==> config.mk <==
export PLATFORM = sky130hd
export DESIGN_NAME = two_integer_line_parser
export DESIGN_NICKNAME = d
export VERILOG_FILES = /design/src/hdl/lps_pkg.sv /design/src/hdl/two_integer_line_parser.sv /design/src/hdl/lps_line_mem.sv /design/src/hdl/lps_dec_acc.sv
export SDC_FILE = /design/constraint.sdc
export NUM_CORES = 1
export LEC_CHECK = 0
export BUFFER_PORTS_ARGS = -buffer_cell sky130_fd_sc_hd__buf_2
export CELL_PAD_IN_SITES_DETAIL_PLACEMENT = 1
export CELL_PAD_IN_SITES_GLOBAL_PLACEMENT = 2
export CORE_ASPECT_RATIO = 1.5
export CORE_UTILIZATION = 40
export DETAILED_ROUTE_END_ITERATION = 6
export PLACE_DENSITY = 0.69
export SLEW_MARGIN = 20
export SYNTH_ARGS = -nofsm -noshare
export SYNTH_HDL_FRONTEND = slang
export SYNTH_SLANG_ARGS = --single-unit
==> constraint.sdc <==
create_clock -name clk -period 5.7 [get_ports clk]
set_input_delay 1.425 -clock clk [delete_from_list [all_inputs] [get_ports clk]]
set_output_delay 1.425 -clock clk [all_outputs]
set_load 0.05 [all_outputs]
==> src/hdl/lps_pkg.sv <==
// Shared types, character codes and helper functions for the two-integer line parser.
package lps_pkg;

  localparam int MAX_LINE_DEF = 64;
  localparam int VAL_W        = 32;

  localparam logic [VAL_W-1:0] MAG_LIMIT   = 32'h8000_0000;
  localparam logic [VAL_W-1:0] MAG_CLAMP   = 32'h8000_0001;
  localparam logic [VAL_W-1:0] MAG_MAX_POS = 32'h7FFF_FFFF;

  localparam logic [7:0] CHAR_TAB   = 8'h09;
  localparam logic [7:0] CHAR_LF    = 8'h0A;
  localparam logic [7:0] CHAR_VT    = 8'h0B;
  localparam logic [7:0] CHAR_FF    = 8'h0C;
  localparam logic [7:0] CHAR_CR    = 8'h0D;
  localparam logic [7:0] CHAR_SPACE = 8'h20;
  localparam logic [7:0] CHAR_PLUS  = 8'h2B;
  localparam logic [7:0] CHAR_COMMA = 8'h2C;
  localparam logic [7:0] CHAR_MINUS = 8'h2D;
  localparam logic [7:0] CHAR_ZERO  = 8'h30;
  localparam logic [7:0] CHAR_NINE  = 8'h39;

  typedef enum logic [1:0] {
    STATUS_OK       = 2'd0,
    STATUS_INVALID  = 2'd1,
    STATUS_OVERFLOW = 2'd2
  } status_t;

  typedef enum logic [1:0] {
    ST_IDLE,
    ST_SCAN,
    ST_PARSE,
    ST_EMIT
  } state_t;

  // Per-part token phase during the parse pass.
  typedef enum logic [1:0] {
    PH_LEAD,
    PH_SIGN,
    PH_DIG,
    PH_TRAIL
  } phase_t;

  function automatic logic is_ws(input logic [7:0] c);
    return (c == CHAR_SPACE) || (c == CHAR_TAB) || (c == CHAR_VT) || (c == CHAR_FF);
  endfunction

  function automatic logic is_digit(input logic [7:0] c);
    return (c >= CHAR_ZERO) && (c <= CHAR_NINE);
  endfunction

  // Clamp a sign/magnitude pair into the signed 32-bit range.
  function automatic logic [VAL_W-1:0] sat_value(input logic [VAL_W-1:0] mag,
                                                 input logic             neg);
    logic [VAL_W-1:0] r;
    if (neg) begin
      r = (mag >= MAG_LIMIT) ? MAG_LIMIT : (32'd0 - mag);
    end else begin
      r = (mag > MAG_MAX_POS) ? MAG_MAX_POS : mag;
    end
    return r;
  endfunction

endpackage

==> src/hdl/two_integer_line_parser.sv <==
// Top level of the two-integer line parser: byte intake, line sequencer and result register.
//
// Bytes arrive one per transfer on the in_ stream. While enabled, CR is dropped, LF ends the
// line and every other byte is appended to the line buffer. Appending past MAX_LINE bytes
// empties the buffer and yields an overflow result. An LF on a non-empty line starts a walk of
// the buffer through its single read port: a scan pass finds the last non-whitespace character
// and the split point (first inner space, else first comma), then, if a split was found, a parse
// pass runs every character through one shared times-ten accumulate unit. The walk keeps
// in_tready low until the result is loaded, including any wait for the result register to free up.
// Results sit in an output register, so the next byte is taken while a result still waits
// on out_tready. No clearing pass is needed after reset. Disabled bytes are taken and ignored.
module two_integer_line_parser #(
  parameter int MAX_LINE = lps_pkg::MAX_LINE_DEF
) (
  input  logic        clk,
  input  logic        rst_n,
  // configuration write
  input  logic        cfg_valid,
  output logic        cfg_ready,
  input  logic        cfg_data,     // enable
  // received bytes
  input  logic        in_tvalid,
  output logic        in_tready,
  input  logic [7:0]  in_tdata,     // [7:0] rx_byte
  // results
  output logic        out_tvalid,
  input  logic        out_tready,
  output logic [63:0] out_tdata,    // [31:0] shoulder_target, [63:32] elbow_target
  output logic [1:0]  out_tuser     // [1:0] status
);

  localparam int AW = $clog2(MAX_LINE);
  localparam int LW = $clog2(MAX_LINE + 1);
  localparam logic [LW-1:0] LEN_FULL = LW'(MAX_LINE);

  // ---------------------------------------------------------------- registers
  lps_pkg::state_t  state_r, state_nxt;
  logic             enable_r;
  logic [LW-1:0]    len_r, len_nxt;
  logic [LW-1:0]    issue_r, issue_nxt;     // next buffer address to read
  logic             dv_r, dv_nxt;           // read data valid this cycle
  logic [AW-1:0]    didx_r, didx_nxt;       // index of the data now on rd_data
  logic             out_valid_r, out_valid_nxt;
  lps_pkg::status_t status_r, status_nxt;
  logic [31:0]      shoulder_r, shoulder_nxt;
  logic [31:0]      elbow_r, elbow_nxt;

  // scan pass
  logic             seen_r, seen_nxt;       // a non-whitespace char seen
  logic             sp_found_r, sp_found_nxt;
  logic [AW-1:0]    sp_pos_r, sp_pos_nxt;
  logic             cm_found_r, cm_found_nxt;
  logic [AW-1:0]    cm_pos_r, cm_pos_nxt;
  logic [AW-1:0]    last_nw_r, last_nw_nxt;

  // parse pass
  logic [AW-1:0]    split_r, split_nxt;
  lps_pkg::phase_t  phase_r, phase_nxt;
  logic             neg_r, neg_nxt;
  logic [31:0]      mag_r, mag_nxt;
  logic             bad_r, bad_nxt;
  logic [31:0]      first_r, first_nxt;
  logic [31:0]      second_r, second_nxt;
  lps_pkg::status_t pend_r, pend_nxt;

  // ---------------------------------------------------------------- decode
  logic        in_fire, take, is_lf, lf_line, ovf, store;
  logic        pass_done, out_free, scan_ok, use_space;
  logic [7:0]  rd_data;
  logic [31:0] acc_mag;
  logic        part_ok;

  assign cfg_ready = 1'b1;
  assign in_tready = (state_r == lps_pkg::ST_IDLE);
  assign in_fire   = in_tvalid && in_tready;
  assign take      = in_fire && enable_r && (in_tdata != lps_pkg::CHAR_CR);
  assign is_lf     = (in_tdata == lps_pkg::CHAR_LF);
  assign lf_line   = take && is_lf && (len_r != '0);
  assign ovf       = take && !is_lf && (len_r == LEN_FULL);
  assign store     = take && !is_lf && (len_r != LEN_FULL);

  assign pass_done = (issue_r == len_r) && !dv_r;
  assign out_free  = !out_valid_r || out_tready;
  // a space splits only if some non-whitespace follows it
  assign use_space = sp_found_r && (sp_pos_r < last_nw_r);
  assign scan_ok   = seen_r && (use_space || cm_found_r);
  assign part_ok   = (phase_r == lps_pkg::PH_DIG) || (phase_r == lps_pkg::PH_TRAIL);

  lps_line_mem #(
    .DEPTH (MAX_LINE),
    .AW    (AW)
  ) u_mem (
    .clk     (clk),
    .wr_en   (store),
    .wr_addr (len_r[AW-1:0]),
    .wr_data (in_tdata),
    .rd_addr (issue_r[AW-1:0]),
    .rd_data (rd_data)
  );

  lps_dec_acc u_acc (
    .mag_i   (mag_r),
    .digit_i (rd_data[3:0]),
    .mag_o   (acc_mag)
  );

  // ---------------------------------------------------------------- next state
  always_comb begin
    state_nxt = state_r;
    case (state_r)
      lps_pkg::ST_IDLE: begin
        if (lf_line) begin
          state_nxt = lps_pkg::ST_SCAN;
        end else if (ovf) begin
          state_nxt = lps_pkg::ST_EMIT;
        end
      end
      lps_pkg::ST_SCAN: begin
        if (pass_done) begin
          state_nxt = scan_ok ? lps_pkg::ST_PARSE : lps_pkg::ST_EMIT;
        end
      end
      lps_pkg::ST_PARSE: begin
        if (pass_done) begin
          state_nxt = lps_pkg::ST_EMIT;
        end
      end
      lps_pkg::ST_EMIT: begin
        if (out_free) begin
          state_nxt = lps_pkg::ST_IDLE;
        end
      end
      default: state_nxt = lps_pkg::ST_IDLE;
    endcase
  end

  // ---------------------------------------------------------------- datapath
  always_comb begin
    len_nxt       = len_r;
    issue_nxt     = issue_r;
    dv_nxt        = 1'b0;
    didx_nxt      = didx_r;
    out_valid_nxt = out_valid_r && !out_tready;
    status_nxt    = status_r;
    shoulder_nxt  = shoulder_r;
    elbow_nxt     = elbow_r;
    seen_nxt      = seen_r;
    sp_found_nxt  = sp_found_r;
    sp_pos_nxt    = sp_pos_r;
    cm_found_nxt  = cm_found_r;
    cm_pos_nxt    = cm_pos_r;
    last_nw_nxt   = last_nw_r;
    split_nxt     = split_r;
    phase_nxt     = phase_r;
    neg_nxt       = neg_r;
    mag_nxt       = mag_r;
    bad_nxt       = bad_r;
    first_nxt     = first_r;
    second_nxt    = second_r;
    pend_nxt      = pend_r;

    // read issue, shared by both passes
    if ((state_r == lps_pkg::ST_SCAN || state_r == lps_pkg::ST_PARSE) &&
        (issue_r != len_r)) begin
      issue_nxt = issue_r + LW'(1);
      dv_nxt    = 1'b1;
      didx_nxt  = issue_r[AW-1:0];
    end

    case (state_r)
      lps_pkg::ST_IDLE: begin
        issue_nxt    = '0;
        seen_nxt     = 1'b0;
        sp_found_nxt = 1'b0;
        cm_found_nxt = 1'b0;
        if (store) begin
          len_nxt = len_r + LW'(1);
        end else if (ovf) begin
          len_nxt  = '0;
          pend_nxt = lps_pkg::STATUS_OVERFLOW;
        end
      end

      lps_pkg::ST_SCAN: begin
        if (dv_r) begin
          if (!lps_pkg::is_ws(rd_data)) begin
            seen_nxt    = 1'b1;
            last_nw_nxt = didx_r;
          end
          if (rd_data == lps_pkg::CHAR_SPACE && seen_r && !sp_found_r) begin
            sp_found_nxt = 1'b1;
            sp_pos_nxt   = didx_r;
          end
          if (rd_data == lps_pkg::CHAR_COMMA && !cm_found_r) begin
            cm_found_nxt = 1'b1;
            cm_pos_nxt   = didx_r;
          end
        end
        if (pass_done) begin
          issue_nxt = '0;
          split_nxt = use_space ? sp_pos_r : cm_pos_r;
          phase_nxt = lps_pkg::PH_LEAD;
          neg_nxt   = 1'b0;
          mag_nxt   = '0;
          bad_nxt   = 1'b0;
          if (!scan_ok) begin
            len_nxt  = '0;
            pend_nxt = lps_pkg::STATUS_INVALID;
          end
        end
      end

      lps_pkg::ST_PARSE: begin
        if (dv_r) begin
          if (didx_r == split_r) begin
            // close the first part, open the second
            if (!part_ok) begin
              bad_nxt = 1'b1;
            end
            first_nxt = lps_pkg::sat_value(mag_r, neg_r);
            phase_nxt = lps_pkg::PH_LEAD;
            neg_nxt   = 1'b0;
            mag_nxt   = '0;
          end else begin
            case (phase_r)
              lps_pkg::PH_LEAD: begin
                if (lps_pkg::is_digit(rd_data)) begin
                  phase_nxt = lps_pkg::PH_DIG;
                  mag_nxt   = acc_mag;
                end else if (rd_data == lps_pkg::CHAR_PLUS ||
                             rd_data == lps_pkg::CHAR_MINUS) begin
                  phase_nxt = lps_pkg::PH_SIGN;
                  neg_nxt   = (rd_data == lps_pkg::CHAR_MINUS);
                end else if (!lps_pkg::is_ws(rd_data)) begin
                  bad_nxt = 1'b1;
                end
              end
              lps_pkg::PH_SIGN: begin
                if (lps_pkg::is_digit(rd_data)) begin
                  phase_nxt = lps_pkg::PH_DIG;
                  mag_nxt   = acc_mag;
                end else begin
                  bad_nxt = 1'b1;
                end
              end
              lps_pkg::PH_DIG: begin
                if (lps_pkg::is_digit(rd_data)) begin
                  mag_nxt = acc_mag;
                end else if (lps_pkg::is_ws(rd_data)) begin
                  phase_nxt = lps_pkg::PH_TRAIL;
                end else begin
                  bad_nxt = 1'b1;
                end
              end
              lps_pkg::PH_TRAIL: begin
                if (!lps_pkg::is_ws(rd_data)) begin
                  bad_nxt = 1'b1;
                end
              end
              default: bad_nxt = 1'b1;
            endcase
          end
        end
        if (pass_done) begin
          len_nxt    = '0;
          second_nxt = lps_pkg::sat_value(mag_r, neg_r);
          pend_nxt   = (bad_r || !part_ok) ? lps_pkg::STATUS_INVALID : lps_pkg::STATUS_OK;
        end
      end

      lps_pkg::ST_EMIT: begin
        if (out_free) begin
          out_valid_nxt = 1'b1;
          status_nxt    = pend_r;
          shoulder_nxt  = (pend_r == lps_pkg::STATUS_OK) ? first_r : '0;
          elbow_nxt     = (pend_r == lps_pkg::STATUS_OK) ? second_r : '0;
        end
      end

      default: begin
        len_nxt = '0;
      end
    endcase
  end

  // ---------------------------------------------------------------- registers
  always_ff @(posedge clk) begin
    if (!rst_n) begin
      state_r     <= lps_pkg::ST_IDLE;
      enable_r    <= 1'b0;
      len_r       <= '0;
      issue_r     <= '0;
      dv_r        <= 1'b0;
      out_valid_r <= 1'b0;
    end else begin
      state_r     <= state_nxt;
      len_r       <= len_nxt;
      issue_r     <= issue_nxt;
      dv_r        <= dv_nxt;
      out_valid_r <= out_valid_nxt;
      if (cfg_valid && cfg_ready) begin
        enable_r <= cfg_data;
      end
    end
  end

  always_ff @(posedge clk) begin
    didx_r     <= didx_nxt;
    status_r   <= status_nxt;
    shoulder_r <= shoulder_nxt;
    elbow_r    <= elbow_nxt;
    seen_r     <= seen_nxt;
    sp_found_r <= sp_found_nxt;
    sp_pos_r   <= sp_pos_nxt;
    cm_found_r <= cm_found_nxt;
    cm_pos_r   <= cm_pos_nxt;
    last_nw_r  <= last_nw_nxt;
    split_r    <= split_nxt;
    phase_r    <= phase_nxt;
    neg_r      <= neg_nxt;
    mag_r      <= mag_nxt;
    bad_r      <= bad_nxt;
    first_r    <= first_nxt;
    second_r   <= second_nxt;
    pend_r     <= pend_nxt;
  end

  assign out_tvalid = out_valid_r;
  assign out_tuser  = status_r;
  assign out_tdata  = {elbow_r, shoulder_r};

  // ---------------------------------------------------------------- assertions
  a_len_bound: assert property (@(posedge clk) disable iff (!rst_n)
    len_r <= LEN_FULL)
    else $error("line length beyond buffer depth");

  a_fail_zero: assert property (@(posedge clk) disable iff (!rst_n)
    out_valid_r && (status_r != lps_pkg::STATUS_OK) |-> (shoulder_r == '0) && (elbow_r == '0))
    else $error("failed result carries nonzero values");

  a_lf_busy: assert property (@(posedge clk) disable iff (!rst_n)
    lf_line |=> !in_tready)
    else $error("line end did not start the walk");

  a_ovf_clear: assert property (@(posedge clk) disable iff (!rst_n)
    ovf |=> (len_r == '0) && (state_r == lps_pkg::ST_EMIT))
    else $error("overflow did not empty the buffer");

endmodule

==> src/hdl/lps_line_mem.sv <==
// Line buffer: one write port, one registered read port.
module lps_line_mem #(
  parameter int DEPTH = lps_pkg::MAX_LINE_DEF,
  parameter int AW    = $clog2(DEPTH)
) (
  input  logic          clk,
  input  logic          wr_en,
  input  logic [AW-1:0] wr_addr,
  input  logic [7:0]    wr_data,
  input  logic [AW-1:0] rd_addr,
  output logic [7:0]    rd_data
);

  logic [7:0] mem [DEPTH];

  always_ff @(posedge clk) begin
    if (wr_en) begin
      mem[wr_addr] <= wr_data;
    end
  end

  always_ff @(posedge clk) begin
    rd_data <= mem[rd_addr];
  end

endmodule

==> src/hdl/lps_dec_acc.sv <==
// Shared decimal accumulate unit: mag*10 + digit, clamped just above 2^31.
module lps_dec_acc (
  input  logic [lps_pkg::VAL_W-1:0] mag_i,
  input  logic [3:0]                digit_i,
  output logic [lps_pkg::VAL_W-1:0] mag_o
);

  logic [35:0] sum;

  // x*10 = x*8 + x*2
  assign sum = {1'b0, mag_i, 3'b000} + {3'b000, mag_i, 1'b0} + {32'd0, digit_i};

  assign mag_o = (sum > {4'd0, lps_pkg::MAG_LIMIT}) ? lps_pkg::MAG_CLAMP : sum[31:0];

endmodule
### After elaboration in Yosys (flattened, before gate mapping)

Memories as Yosys holds them, arrays and structs flattened. A register that Yosys moved wholly into a read port is not among the register bits.
Cells that the tools add are included.

| word-level totals | value |
|---|---|
| register bits | 220 |
| bits in latches | 0 |
| RAM bits | 512 |
| memory bits (read-only) | 0 |
| bits of input ports | 14 |
| output and inout bits | 69 |
| word-level logic and storage cells | 217 |
| memories kept | 1 |

| cells by class | value |
|---|---|
| $add $sub $neg | 5 |
| multiply operators | 0 |
| divide/modulo/power cells | 0 |
| order comparisons | 6 |
| eq/ne operators | 47 |
| shift operators | 0 |
| muxes and demuxes | 75 |
| bitwise gates (word level) | 1 |
| reduce and logical (&&, ||, !) cells | 58 |

Memories:

| name | depth | bits a word | rd ports | clocked after Yosys merged registers in | write ports | RTL line | source |
|---|---|---|---|---|---|---|---|
| u_mem.mem | 64 | 8 | 1 | 1 | 1 | lps_line_mem.sv:14 | `logic [7:0] mem [DEPTH];` |

Operators with widths:

| cell | number |
|---|---|
| $mux 32 | 9 |
| $pmux 32 s2 | 1 |
| $mux 7 | 7 |
| $add 35x33->36 | 1 |
| $add 36x4->36 | 1 |
| $gt 36x32->1 const B | 1 |
| $mux 2 | 18 |
| $eq 8x4->1 const B | 4 |
| $eq 8x6->1 const B | 4 |
| $ge 32x32->1 const B | 1 |
| $gt 32x31->1 const B | 1 |
| $sub 1x32->32 const A | 1 |
| $mux 1 | 27 |
| $pmux 7 s3 | 1 |
| $reduce_and 3->1 | 7 |
| $ne 4x4->1 const B | 5 |
| $logic_and 1x1->1 | 17 |
| $ne 2x2->1 const B | 8 |
| $reduce_and 8->1 | 2 |
| $ne 3x1->1 const B | 5 |
| $add 7x1->7 const B | 2 |
| $pmux 7 s2 | 1 |
| $pmux 2 s3 | 2 |
| $reduce_and 6->1 | 2 |
| other kinds (33) | 64 |

### Longest topological paths before layout

Gate-level depths: netlist of run 1.

| depth | value |
|---|---|
| word-level depth | 11 |
| depth in mapped cells | 15 |

### Modules after synthesis

Synthesis of run 1 repeated with hierarchy kept, for this count alone.

| unflattened totals | value |
|---|---|
| cells, all modules | 2094 |
| area total of the unflattened synthesis | 32775.2 µm² |

By module, submodules not included:

| module | times used | cells each | area each (µm²) |
|---|---|---|---|
| lps_line_mem | 1 | 972 | 20190.6 |
| two_integer_line_parser | 1 | 712 | 9590.4 |
| lps_dec_acc | 1 | 410 | 2994.1 |

### Worst setup path before layout of run 1

Ideal clock, no wire load.

| path | value |
|---|---|
| kind | input -> register |
| start point | in out_tready |
| end point | reg elbow_r[0] (enable) |
| setup time | 0.498 ns |
| data arrival time | 4.430 ns |
| data required time | 5.202 ns |
| slack | 0.771 ns |
| stages | 2 |
| buffers on the path | 0 |
| cell sequence | nor2b_1 -> nor2b_1 |

| on the way | value |
|---|---|
| longest elaborated chain between the ends | 2 |

Ends and longest elaborated chain:

| item | RTL line | source |
|---|---|---|
| start: declaration | two_integer_line_parser.sv:27 | `input logic out_tready,` |
| $logic_or 1x1->1 | two_integer_line_parser.sv:83 | `assign out_free = !out_valid_r \|\| out_tready;` |
| $reduce_and 2->1 (no source line) | - |  |
| end signal: assignment | two_integer_line_parser.sv:311 | `elbow_r <= elbow_nxt;` |
| end: declaration | two_integer_line_parser.sv:46 | `logic [31:0] elbow_r, elbow_nxt;` |

Every way passes these cells.
A chain may end at the register's enable or synchronous reset.

### Final worst setup path of run 1

| path | value |
|---|---|
| start point | reg mag_r[25] |
| end point | reg mag_r[20] (data pin) |

| on the way | value |
|---|---|
| longest elaborated chain between the ends | 9 |

Ends and longest elaborated chain:

| item | RTL line | source |
|---|---|---|
| start: declaration | two_integer_line_parser.sv:60 | `logic [31:0] mag_r, mag_nxt;` |
| start signal: assignment | two_integer_line_parser.sv:321 | `mag_r <= mag_nxt;` |
| $add 35x33->36 | lps_dec_acc.sv:11 | `assign sum = {1'b0, mag_i, 3'b000} + {3'b000, mag_i, 1'b0} + {32'd0, digit_i};` |
| $add 36x4->36 | lps_dec_acc.sv:11 |  |
| $gt 36x32->1 | lps_dec_acc.sv:13 | `assign mag_o = (sum > {4'd0, lps_pkg::MAG_LIMIT}) ? lps_pkg::MAG_CLAMP : sum[31:0];` |
| $mux 32 | lps_dec_acc.sv:13 |  |
| $mux 32 | two_integer_line_parser.sv:227, two_integer_line_parser.sv:239, two_integer_line_parser.sv:247 |  |
| $mux 32 | - |  |
| $mux 32 | two_integer_line_parser.sv:215 | `if (didx_r == split_r) begin` |
| $mux 32 | two_integer_line_parser.sv:214 | `if (dv_r) begin` |
| $pmux 32 s2 | two_integer_line_parser.sv:170 | `case (state_r)` |

Every way passes these cells. The select of a mux whose other input is x is not followed.

==> summary.txt, run 1 <==
Synthesis
  – Flops & latches, synth: 740
  – Post-Synth Adder-Cell Area: 0.03280
  – EDFF count, synth: 713
  – Fraction of registers with async set/reset: 0
  – Synth Area in Simple Gates: 0.08275
  – Syn_nets: 2052
  – Warnings from Yosys: 0
  – Avg Inst Size Synth: 16.43 sq um
  – Mapped Cells: 1955
  – Post-synth cell types: 78
  – Post-synth top flop: edfxtp_1
  – Area share of xor/xnor cells in the synthesized design: 0.009272
  – Sequential fraction of the synthesis area: 0.6835
  – Largest family of logic cells by synthesized area: multiplexers
  – Multiplexer share of the synthesized area: 0.1215
  – Mapped Area: 32120 sq um
  – Compound-Gate Fraction of Synth Area: 0.05474

Layout
  – Post-layout util: 0.4554
  – Layout cells sized above 1: 0.1970
  – Area Growth Syn to Fin: 12.23%
  – Final net count: 2139
  – Fill cells: 7633

Timing
  – RSZ-0062 raised after global routing: no
  – Max Freq: 0.2080 GHz
  – WHS: 518.3 ps
  – Clock Skews: 16.95 ps
  – TNS Setup: 0 ps
  – Worst-Margin Slew: 1077 ps
  – Slew HR: 0.2818
  – Final hold violation count: 0
  – Final Max Slew Viols: 0
  – Final critical-path required period: 4807 ps
  – Fin crit share: 0.8434
  – Finish-stage setup viols: 0

Min path
  – Hold path depth: 1
  – Worst Min Path Start: first_r[24]
  – Hold Crit Class: flop to flop
  – Hold path endpoint: shoulder_r[24]

Global routing
  – Overall routing resource usage: 0.2015
  – Initial antenna violation count: 2
  – GR Overflow Total: 0
  – Vias in the first global route: 18.93k
  – Global-route wire length before repair: 121100 um
  – Largest net degree at the start of global routing: 69

Status
  – Failing checks: design-rule violations
  – Status: finished, violations left

CTS
  – Clock root cell: clkbuf_16
  – CTS Buffer Depth: 3
  – CTS tree: built
  – H-tree levels: 3
  – Post-CTS Setup Inserts: 0
  – CTS Buf Count: 72
  – Cts hold-fix bufs: 0
  – Worst-Skew Late Latency: 640 ps
  – Clock transition at path regs: 60 ps
  – # clock sinks: 740
  – # resized after CTS: 0

Critical path
  – CP max FO: 19
  – Reg2reg end: mag_r[20]
  – Worst reg2reg path depth: 13
  – Worst R2R Start: mag_r[25]
  – CP max stage delay: 630 ps
  – Reg2reg setup slack: 890 ps
  – Worst setup EP type: flop
  – Critical path data arrival time: 5250 ps
  – Slowest cell on crit path: nor4_1
  – Critical Path RT: 6140 ps
  – Crit Path Category: flop to flop
  – Sequence of cells on the critical path: ha_1, ha_1, nand4_1, nor4_1, nand2_1, a21oi_1, nor2_1, o311ai_0, nand4_1, nor3_1, nor2_2, buf_4, nor4_1
  – Crit start category: flop

Drt
  – DRC Markers: 28
  – Met1 WL: 29720 um
  – Post-route ant nets: 0
  – WL/cell: 25.57 um
  – DRT Pass-1 Iters: 6
  – Vias: 17.65k
  – Vias/cell: 5.643
  – Met2 Wirelength: 44740 um
  – Post-Route WL: 79960 um
  – Wire length on met3: 2251 um
  – Top routing layer in use: met4
  – Initial drt markers: 1181

Floorplan
  – Initial Util: 0.4058
  – Top-Level Pins: 83
  – Core ar.: 79140 sq um
  – Die width: 233.4 um
  – Die Footprint: 81450 sq um
  – Die Height: 349.0 um
  – Std cell rows: 126

Place
  – IO Port Bufs: 81
  – DP HPWL: 55070 um
  – Gpl congestion: 0.8374

Power and ir drop
  – Peak supply drop: 0.0002729 V
  – Pleak: 11.66 nW
  – PD cells: 478.3 nW/um^2

Run
  – Max-cap violations: 0
==> per-layer routing <==
layer / track usage / up-vias
li1: - / 7937
met1: 0.2230 / 9177
met2: 0.3798 / 384
met3: 0.02162 / 147
met4: 0.09484 / 0
met5: 0 / -
==> cells by family (layout without fill, tap and decap cells) <==
group / count (synthesis) / after routing
flip-flops: 740 / 740
AND/OR/NAND/NOR: 527 / 527
AO/OA/AOI/OAI: 265 / 265
multiplexers: 179 / 179
buffers and inverters: 126 / 273
adder cells (fa/ha/maj): 83 / 83
XOR/XNOR: 34 / 34
other: 1 / 2
==> synth_stat cells (all sizes together), types with 5 or more instances <==
cell type / instances / area (sq um)
a211oi: 23 / 172.7
o211ai: 20 / 150.1
a31oi: 5 / 31.28
or4: 12 / 90.09
and2: 76 / 478.0
a22oi: 8 / 60.06
nor4: 12 / 81.33
o22ai: 6 / 37.54
nand2: 99 / 371.6
clkbuf: 65 / 244.0
nand3: 31 / 155.2
or2: 7 / 43.79
and3: 11 / 68.82
dfxtp: 27 / 540.5
mux4: 168 / 3784
a21oi: 80 / 411.7
nor2: 168 / 633.1
o21ai: 43 / 215.2
nor2b: 7 / 43.79
nand4: 21 / 131.4
a21o: 24 / 180.2
o31a: 5 / 43.79
or3: 16 / 100.1
xnor2: 15 / 131.4
mux2: 7 / 78.83
nand2b: 11 / 68.82
ha: 81 / 1013
buf: 26 / 117.6
xor2: 19 / 166.4
nor3b: 10 / 75.07
inv: 34 / 127.6
edfxtp: 713 / 21410
o21a: 9 / 67.56
nor3: 21 / 105.1
nand3b: 9 / 67.56
==> worst max-delay path: cells and delay by family (launching register included) <==
kind                       cells  cell delay, ps
buffers and inverters          1             260
AOI/OAI and AO/OA              2             950
adders and majority gates      2             860
and+or+nand+nor                8            2020
DFF                            1             510
==> registers in the layout (all words and copies together), names as in the netlist, 2 cells and up <==
name / cells
issue_r: 7
split_r: 6
phase_r: 2
mag_r: 32
elbow_r: 32
second_r: 32
u_mem.mem: 512
last_nw_r: 6
sp_pos_r: 6
u_mem.rd_data: 8
out_tuser: 2
didx_r: 6
len_r: 7
cm_pos_r: 6
pend_r: 2
state_r: 2
shoulder_r: 32
first_r: 32
==> worst max path at each step <==
stage               start         end  cells past startpoint
6_report        mag_r[25]   mag_r[20]                     13
5_1_grt         mag_r[25]   mag_r[20]                     13
3_5_place_dp    mag_r[25]   mag_r[20]                     13
3_3_place_gp    mag_r[25]   mag_r[20]                     13
2_1_floorplan  out_tready  elbow_r[0]                      2
4_1_cts         mag_r[25]   mag_r[20]                     13
==> power breakdown <==
part | internal, W | total, W | switching [W]
registers | 0.00651 | 0.00682 | 0.000311
clock network | 0.00273 | 0.00483 | 0.00210
logic | 0.00190 | 0.00559 | 0.00369
==> stage by stage <==
| stage | power (W) | cells | setup slack, ps | area (sq um) |
|---|---|---|---|---|
| finish | 0.01724 | 3127 | 892.7 | 36040 |
| global route | 0.01816 | 3127 | 614.9 | 36040 |
| CTS | 0.01739 | 3126 | 842.1 | 36040 |
| detailed placement | 0.01252 | 2992 | 890.8 | 33670 |
| global placement | 0.01242 | 2992 | 851.2 | 33670 |
| floorplan | 0.01081 | 1955 | 771.4 | 32120 |
==> cell type report <==
cell class | count | area (sq um) | share of cell area
diodes | 1 | 2.502 | 0.00006943
clock buffers | 87 | 1901 | 0.05273
clock inverters | 47 | 466.7 | 0.01295
inverters | 35 | 131.4 | 0.003645
multi-input cells | 1089 | 9711 | 0.2694
flip-flops and latches | 740 | 21960 | 0.6093
well taps | 1024 | 1281 | 0.03555
repair buffers | 104 | 590.6 | 0.01638
==> layout by cell type, fill, tap and decap left out, types with 31 or more instances in the layout <==
cell | netlist | final
ha_1 | 81 | 81
clkbuf_16 | 0 | 74
a21oi_1 | 77 | 77
nand3_1 | 31 | 31
nand2_1 | 99 | 99
o21ai_0 | 40 | 40
mux4_2 | 168 | 168
buf_2 | 1 | 81
and2_1 | 75 | 75
inv_1 | 34 | 34
edfxtp_1 | 713 | 713
nor2_1 | 167 | 163
(Power assumes the default switching activity.)
==> run 2: changes to the inputs <==
Settings changed: PLACE_DENSITY 0.69 to 0.72.
Clock period 5.7 ns to 3.95 ns, I/O delays scaled along.
==> summary.txt, run 2 (synthesis results as in run 1) <==
Status
  – Status: finished, violations left
  – Failing checks: design-rule violations, negative setup slack

Power and ir drop
  – PD cells: 760.0 nW/um^2
  – Design Power: 0.02919 W
  – Pleak: 12.86 nW
  – Peak supply drop: 0.0003895 V

Drt
  – DRC Markers: 38
  – WL/cell: 24.65 um
  – DRT Pass-1 Iters: 7
  – Vias: 18.50k
  – Post-Route WL: 81990 um
  – Vias/cell: 5.563
  – Post-route ant nets: 0
  – Initial drt markers: 1174

Layout
  – Area Growth Syn to Fin: 19.57%
  – Largest register by flop count: u_mem.mem
  – Commonest non-fill, non-tap cell in the layout: edfxtp_1
  – Most frequent cells in the layout: edfxtp_1, buf_4, mux4_2
  – Fill cells: 7513
  – Finished Layout Cells: 3326
  – Max reg flops: 512
  – Layout cells sized above 1: 0.3010
  – Final net count: 2339
  – Seq. cell area: 21960 sq um
  – Multi-input logic area: 10270 sq um
  – Post-layout util: 0.4852
  – N_diodes: 0

Critical path
  – Crit start category: flop
  – CP max stage delay: 530 ps
  – CP delay by family, top: simple AND/OR/NAND/NOR gates
  – Worst path bufs/invs: 4
  – Slowest cell on crit path: edfxtp_1
  – Crit Path Category: flop to flop
  – Worst setup EP type: flop
  – CP max FO: 5
  – Critical Path RT: 4430 ps
  – Sequence of cells on the critical path: ha_4, ha_4, buf_6, buf_4, a221oi_4, a21oi_4, or4b_4, a31o_4, a22oi_2, nand4_1, nor4_4, buf_4, nor2_4, clkbuf_16, nor2_4
  – Critical path data arrival time: 4530 ps

Timing
  – Final critical-path setup slack: -104.8 ps
  – Final Max Slew Viols: 0
  – Max Freq: 0.2466 GHz
  – Clock Skews: 21.73 ps
  – Worst-Margin Slew: 939.5 ps
  – Slew HR: 0.3713
  – Fin crit share: 1.027
  – Final critical-path required period: 4055 ps
  – TNS Setup: -1270 ps
  – Finish-stage setup viols: 21
  – Final hold violation count: 0
  – RSZ-0062 raised after global routing: yes

CTS
  – Clock root cell: clkbuf_16
  – # clock sinks: 740
  – CTS tree: built
  – Worst-Skew Late Latency: 630 ps
  – CTS Buf Count: 73
  – Cts hold-fix bufs: 0
  – Clock transition at path regs: 60 ps
  – H-tree levels: 3
  – CTS Buffer Depth: 3

Floorplan
  – Initial Util: 0.4058
  – Core ar.: 79140 sq um
  – Die Height: 349.0 um
  – Std cell rows: 126
  – Die Footprint: 81450 sq um
  – Top-Level Pins: 83
  – Die width: 233.4 um

Place
  – Gpl congestion: 0.8690
  – Cells after DPL: 3168
  – IO Port Bufs: 81
  – DP HPWL: 55830 um

Min path
  – Hold Crit Class: flop to flop

Global routing
  – Largest net degree at the start of global routing: 133
  – Vias in the first global route: 20.23k
  – Global-route wire length before repair: 124100 um
  – GR Overflow Total: 0
  – Initial antenna violation count: 0
  – Overall routing resource usage: 0.2053

Run
  – Max-cap violations: 0
run 2: changes by cell type in the layout (fill, tap and decap cells not counted), moves of 11 or more:
cell | previous run | this run
nor2_1 | 163 | 145
buf_4 | 22 | 202
ha_1 | 81 | 68
nor2_4 | 4 | 15
run 2: power by group:
group | internal, W | total (W) | switching, W
clock network | 0.00429 | 0.00735 | 0.00306
logic | 0.00528 | 0.0121 | 0.00684
registers | 0.00938 | 0.00971 | 0.000328
total | 0.0190 | 0.0292 | 0.0102
run 2: worst reg2reg max path: cells and delay by family (launching register included):
kind | cells | cell delay [ps]
fa+ha+maj | 2 | 570
compound gates | 4 | 950
simple gates | 5 | 1210
flops | 1 | 530
buf+inv | 4 | 640
run 2: per-stage QoR:
step	setup slack, ps	hold slack, ps	instance area [sq um]
after floorplan	221.5	406.4	32120
after global placement	-425.7	499.7	35110
after detailed placement	-497.3	505.1	35110
after CTS	-14.33	520.1	37950
after global routing	-220.3	525.3	38400
final	-104.8	518.9	38400
run 2: layer usage:
layer | track usage | wire (um) | up-vias
met1 | 0.2174 | 29290 | 9570
li1 | - | - | 8356
met3 | 0.02268 | 2487 | 170
met2 | 0.3947 | 46150 | 405
met5 | 0 | 0 | -
met4 | 0.1022 | 4066 | 0
run 2: worst paths after layout:
check / from / cells after the start / endpoint / slack [ps]
worst min-delay path: second_r[12] / 1 / elbow_r[12] / 520
worst max-delay path: mag_r[3] / 15 / mag_r[7] / -100
worst max register to register: mag_r[3] / 15 / mag_r[7] / -100
worst min register to register: second_r[12] / 1 / elbow_r[12] / 520
run 2: what timing repair did:
action / 4_1_cts / 5_1_grt
gates cloned: 1 / 2
setup endpoints to repair: 28 / 32
buffers inserted: 11 / 9
pin swaps: 21 / 23
resized for setup: 42 / 73
run 2: area by class of cell:
class                           count  area share
Multi-Input combinational cell   1091      0.2675
Clock inverter                     47     0.01496
Timing Repair Buffer              301     0.05796
Sequential cell                   740      0.5719
Inverter                           35    0.003421
Clock buffer                       88     0.05096
Tap cell                         1024     0.03336
==> run 3: changes to the inputs <==
Clock period 3.95 ns to 3.68 ns, I/O delays scaled along.
==> summary.txt, run 3 (synthesis results as in run 1) <==
Power and ir drop
  – PD cells: 828.8 nW/um^2
  – Design Power: 0.03219 W
  – Peak supply drop: 0.0004578 V
  – Pleak: 13.05 nW

CTS
  – H-tree levels: 3
  – CTS tree: built
  – Cts hold-fix bufs: 0
  – # clock sinks: 740
  – Worst-Skew Late Latency: 640 ps
  – CTS Buffer Depth: 3
  – Clock transition at path regs: 70 ps
  – CTS Buf Count: 73
  – Clock root cell: clkbuf_16

Timing
  – Finish-stage setup viols: 28
  – Worst-Margin Slew: 958.2 ps
  – Slew HR: 0.3597
  – Final Max Slew Viols: 0
  – Fin crit share: 1.070
  – Final critical-path setup slack: -256.4 ps
  – Final critical-path required period: 3936 ps
  – Max Freq: 0.2540 GHz
  – Final hold violation count: 0
  – RSZ-0062 raised after global routing: yes
  – Clock Skews: 17.55 ps

Drt
  – Post-route ant nets: 0
  – DRC Markers: 28
  – Vias/cell: 5.532
  – DRT Pass-1 Iters: 7
  – Post-Route WL: 83270 um
  – Initial drt markers: 1031
  – Vias: 18.62k
  – WL/cell: 24.74 um

Critical path
  – Critical path origin: mag_r[0]
  – Critical path data arrival time: 4330 ps
  – Critical Path End: mag_r[9]
  – Reg2reg setup slack: -260 ps
  – Worst reg2reg path depth: 17
  – CP max FO: 8
  – Reg2reg end: mag_r[9]
  – Worst R2R Start: mag_r[0]
  – Crit start category: flop
  – Worst setup EP type: flop
  – Critical Path RT: 4070 ps
  – Crit Path Category: flop to flop

Global routing
  – Global-route wire length before repair: 125200 um
  – Largest net degree at the start of global routing: 97
  – Overall routing resource usage: 0.2080
  – Vias in the first global route: 20.19k
  – GR Overflow Total: 0
  – Initial antenna violation count: 0

Floorplan
  – Top-Level Pins: 83
  – Std cell rows: 126
  – Die Height: 349.0 um
  – Die Footprint: 81450 sq um
  – Core ar.: 79140 sq um
  – Die width: 233.4 um
  – Initial Util: 0.4058

Layout
  – Max reg flops: 512
  – Final net count: 2385
  – Final instance area: 38840 sq um
  – Layout cells sized above 1: 0.3202
  – Most frequent cells in the layout: edfxtp_1, buf_4, mux4_2
  – Post-layout util: 0.4908
  – Largest register by flop count: u_mem.mem
  – Finished Layout Cells: 3366
  – Commonest non-fill, non-tap cell in the layout: edfxtp_1
  – Area Growth Syn to Fin: 20.94%
  – N_diodes: 0

Place
  – DP HPWL: 56950 um
  – Gpl congestion: 0.8530
  – Placement Cell Area: 35480 sq um
  – Cells after DPL: 3208
  – IO Port Bufs: 81

Status
  – Failing checks: design-rule violations, negative setup slack
  – Status: finished, violations left

Min path
  – Hold Crit Class: flop to flop

Run
  – Max-cap violations: 0
==> run 3: changes by cell type in the layout (fill, tap and decap cells not counted), moves of 4 or more <==
cell,delta
clkinv_2,-5
buf_12,+4
buf_4,+34
buf_6,+9
clkbuf_1,+6
==> run 3: worst min-delay path by stage <==
stage / from / endpoint / slack, ps / cells past startpoint
final: issue_r[1] / didx_r[1] / 500 / 0
after global routing: issue_r[1] / didx_r[1] / 510 / 0
after CTS: issue_r[1] / didx_r[1] / 510 / 0
after detailed placement: issue_r[1] / didx_r[1] / 490 / 0
after global placement: issue_r[1] / didx_r[1] / 490 / 0
after floorplan: issue_r[2] / didx_r[2] / 410 / 0
==> run 3: cell type report <==
cell class	instances	area, sq um
Clock buffer	93	1954
Clock inverter	36	493.0
Fill cell	7626	40300
Inverter	35	131.4
Multi-Input combinational cell	1090	10360
Sequential cell	740	21960
Tap cell	1024	1281
Timing Repair Buffer	348	2663
==> run 3: timing repair <==
item | 4_1_cts | 5_1_grt
pin swaps | 31 | 34
buffers inserted | 14 | 16
setup endpoints to repair | 32 | 44
gates resized for setup | 57 | 92
cloned | 1 | 1
==> run 3: worst max-delay path, cell delays in order, from the launching register on <==
cell	delay, ps
edfxtp_1	370
inv_2	70
fa_2	590
inv_1	50
ha_1	260
a21o_1	230
nand3_4	120
a21oi_4	90
buf_6	150
o211ai_1	300
nand4_1	200
xnor2_2	200
nand4_1	180
nor4_4	70
buf_4	150
nor2_4	400
clkbuf_16	240
nor2_1	40
==> run 3: routing by layer <==
| metal | GRT usage | vias to the layer above | wire (um) |
|---|---|---|---|
| met3 | 0.02342 | 151 | 2549 |
| met2 | 0.4060 | 370 | 47400 |
| met5 | 0 | - | 0 |
| met4 | 0.08563 | 0 | 3151 |
| li1 | - | 8444 | - |
| met1 | 0.2216 | 9656 | 30170 |
==> run 3: power by group <==
part / total [W] / internal, W / switching (W)
combinational: 0.0141 / 0.00638 / 0.00771
clock: 0.00771 / 0.00449 / 0.00322
sequential: 0.0104 / 0.0101 / 0.000325
total: 0.0322 / 0.0209 / 0.0112
==> run 3: metrics by stage <==
stage          TNS [ps]  worst slack, ps  hold slack (ps)
2_1_floorplan         0            19.69            406.4
3_3_place_gp     -15300           -545.4            492.1
3_5_place_dp     -15840           -575.3            489.4
4_1_cts           -6870           -280.8            505.9
5_1_grt           -9057           -353.5            508.4
6_report          -5277           -256.4            504.6
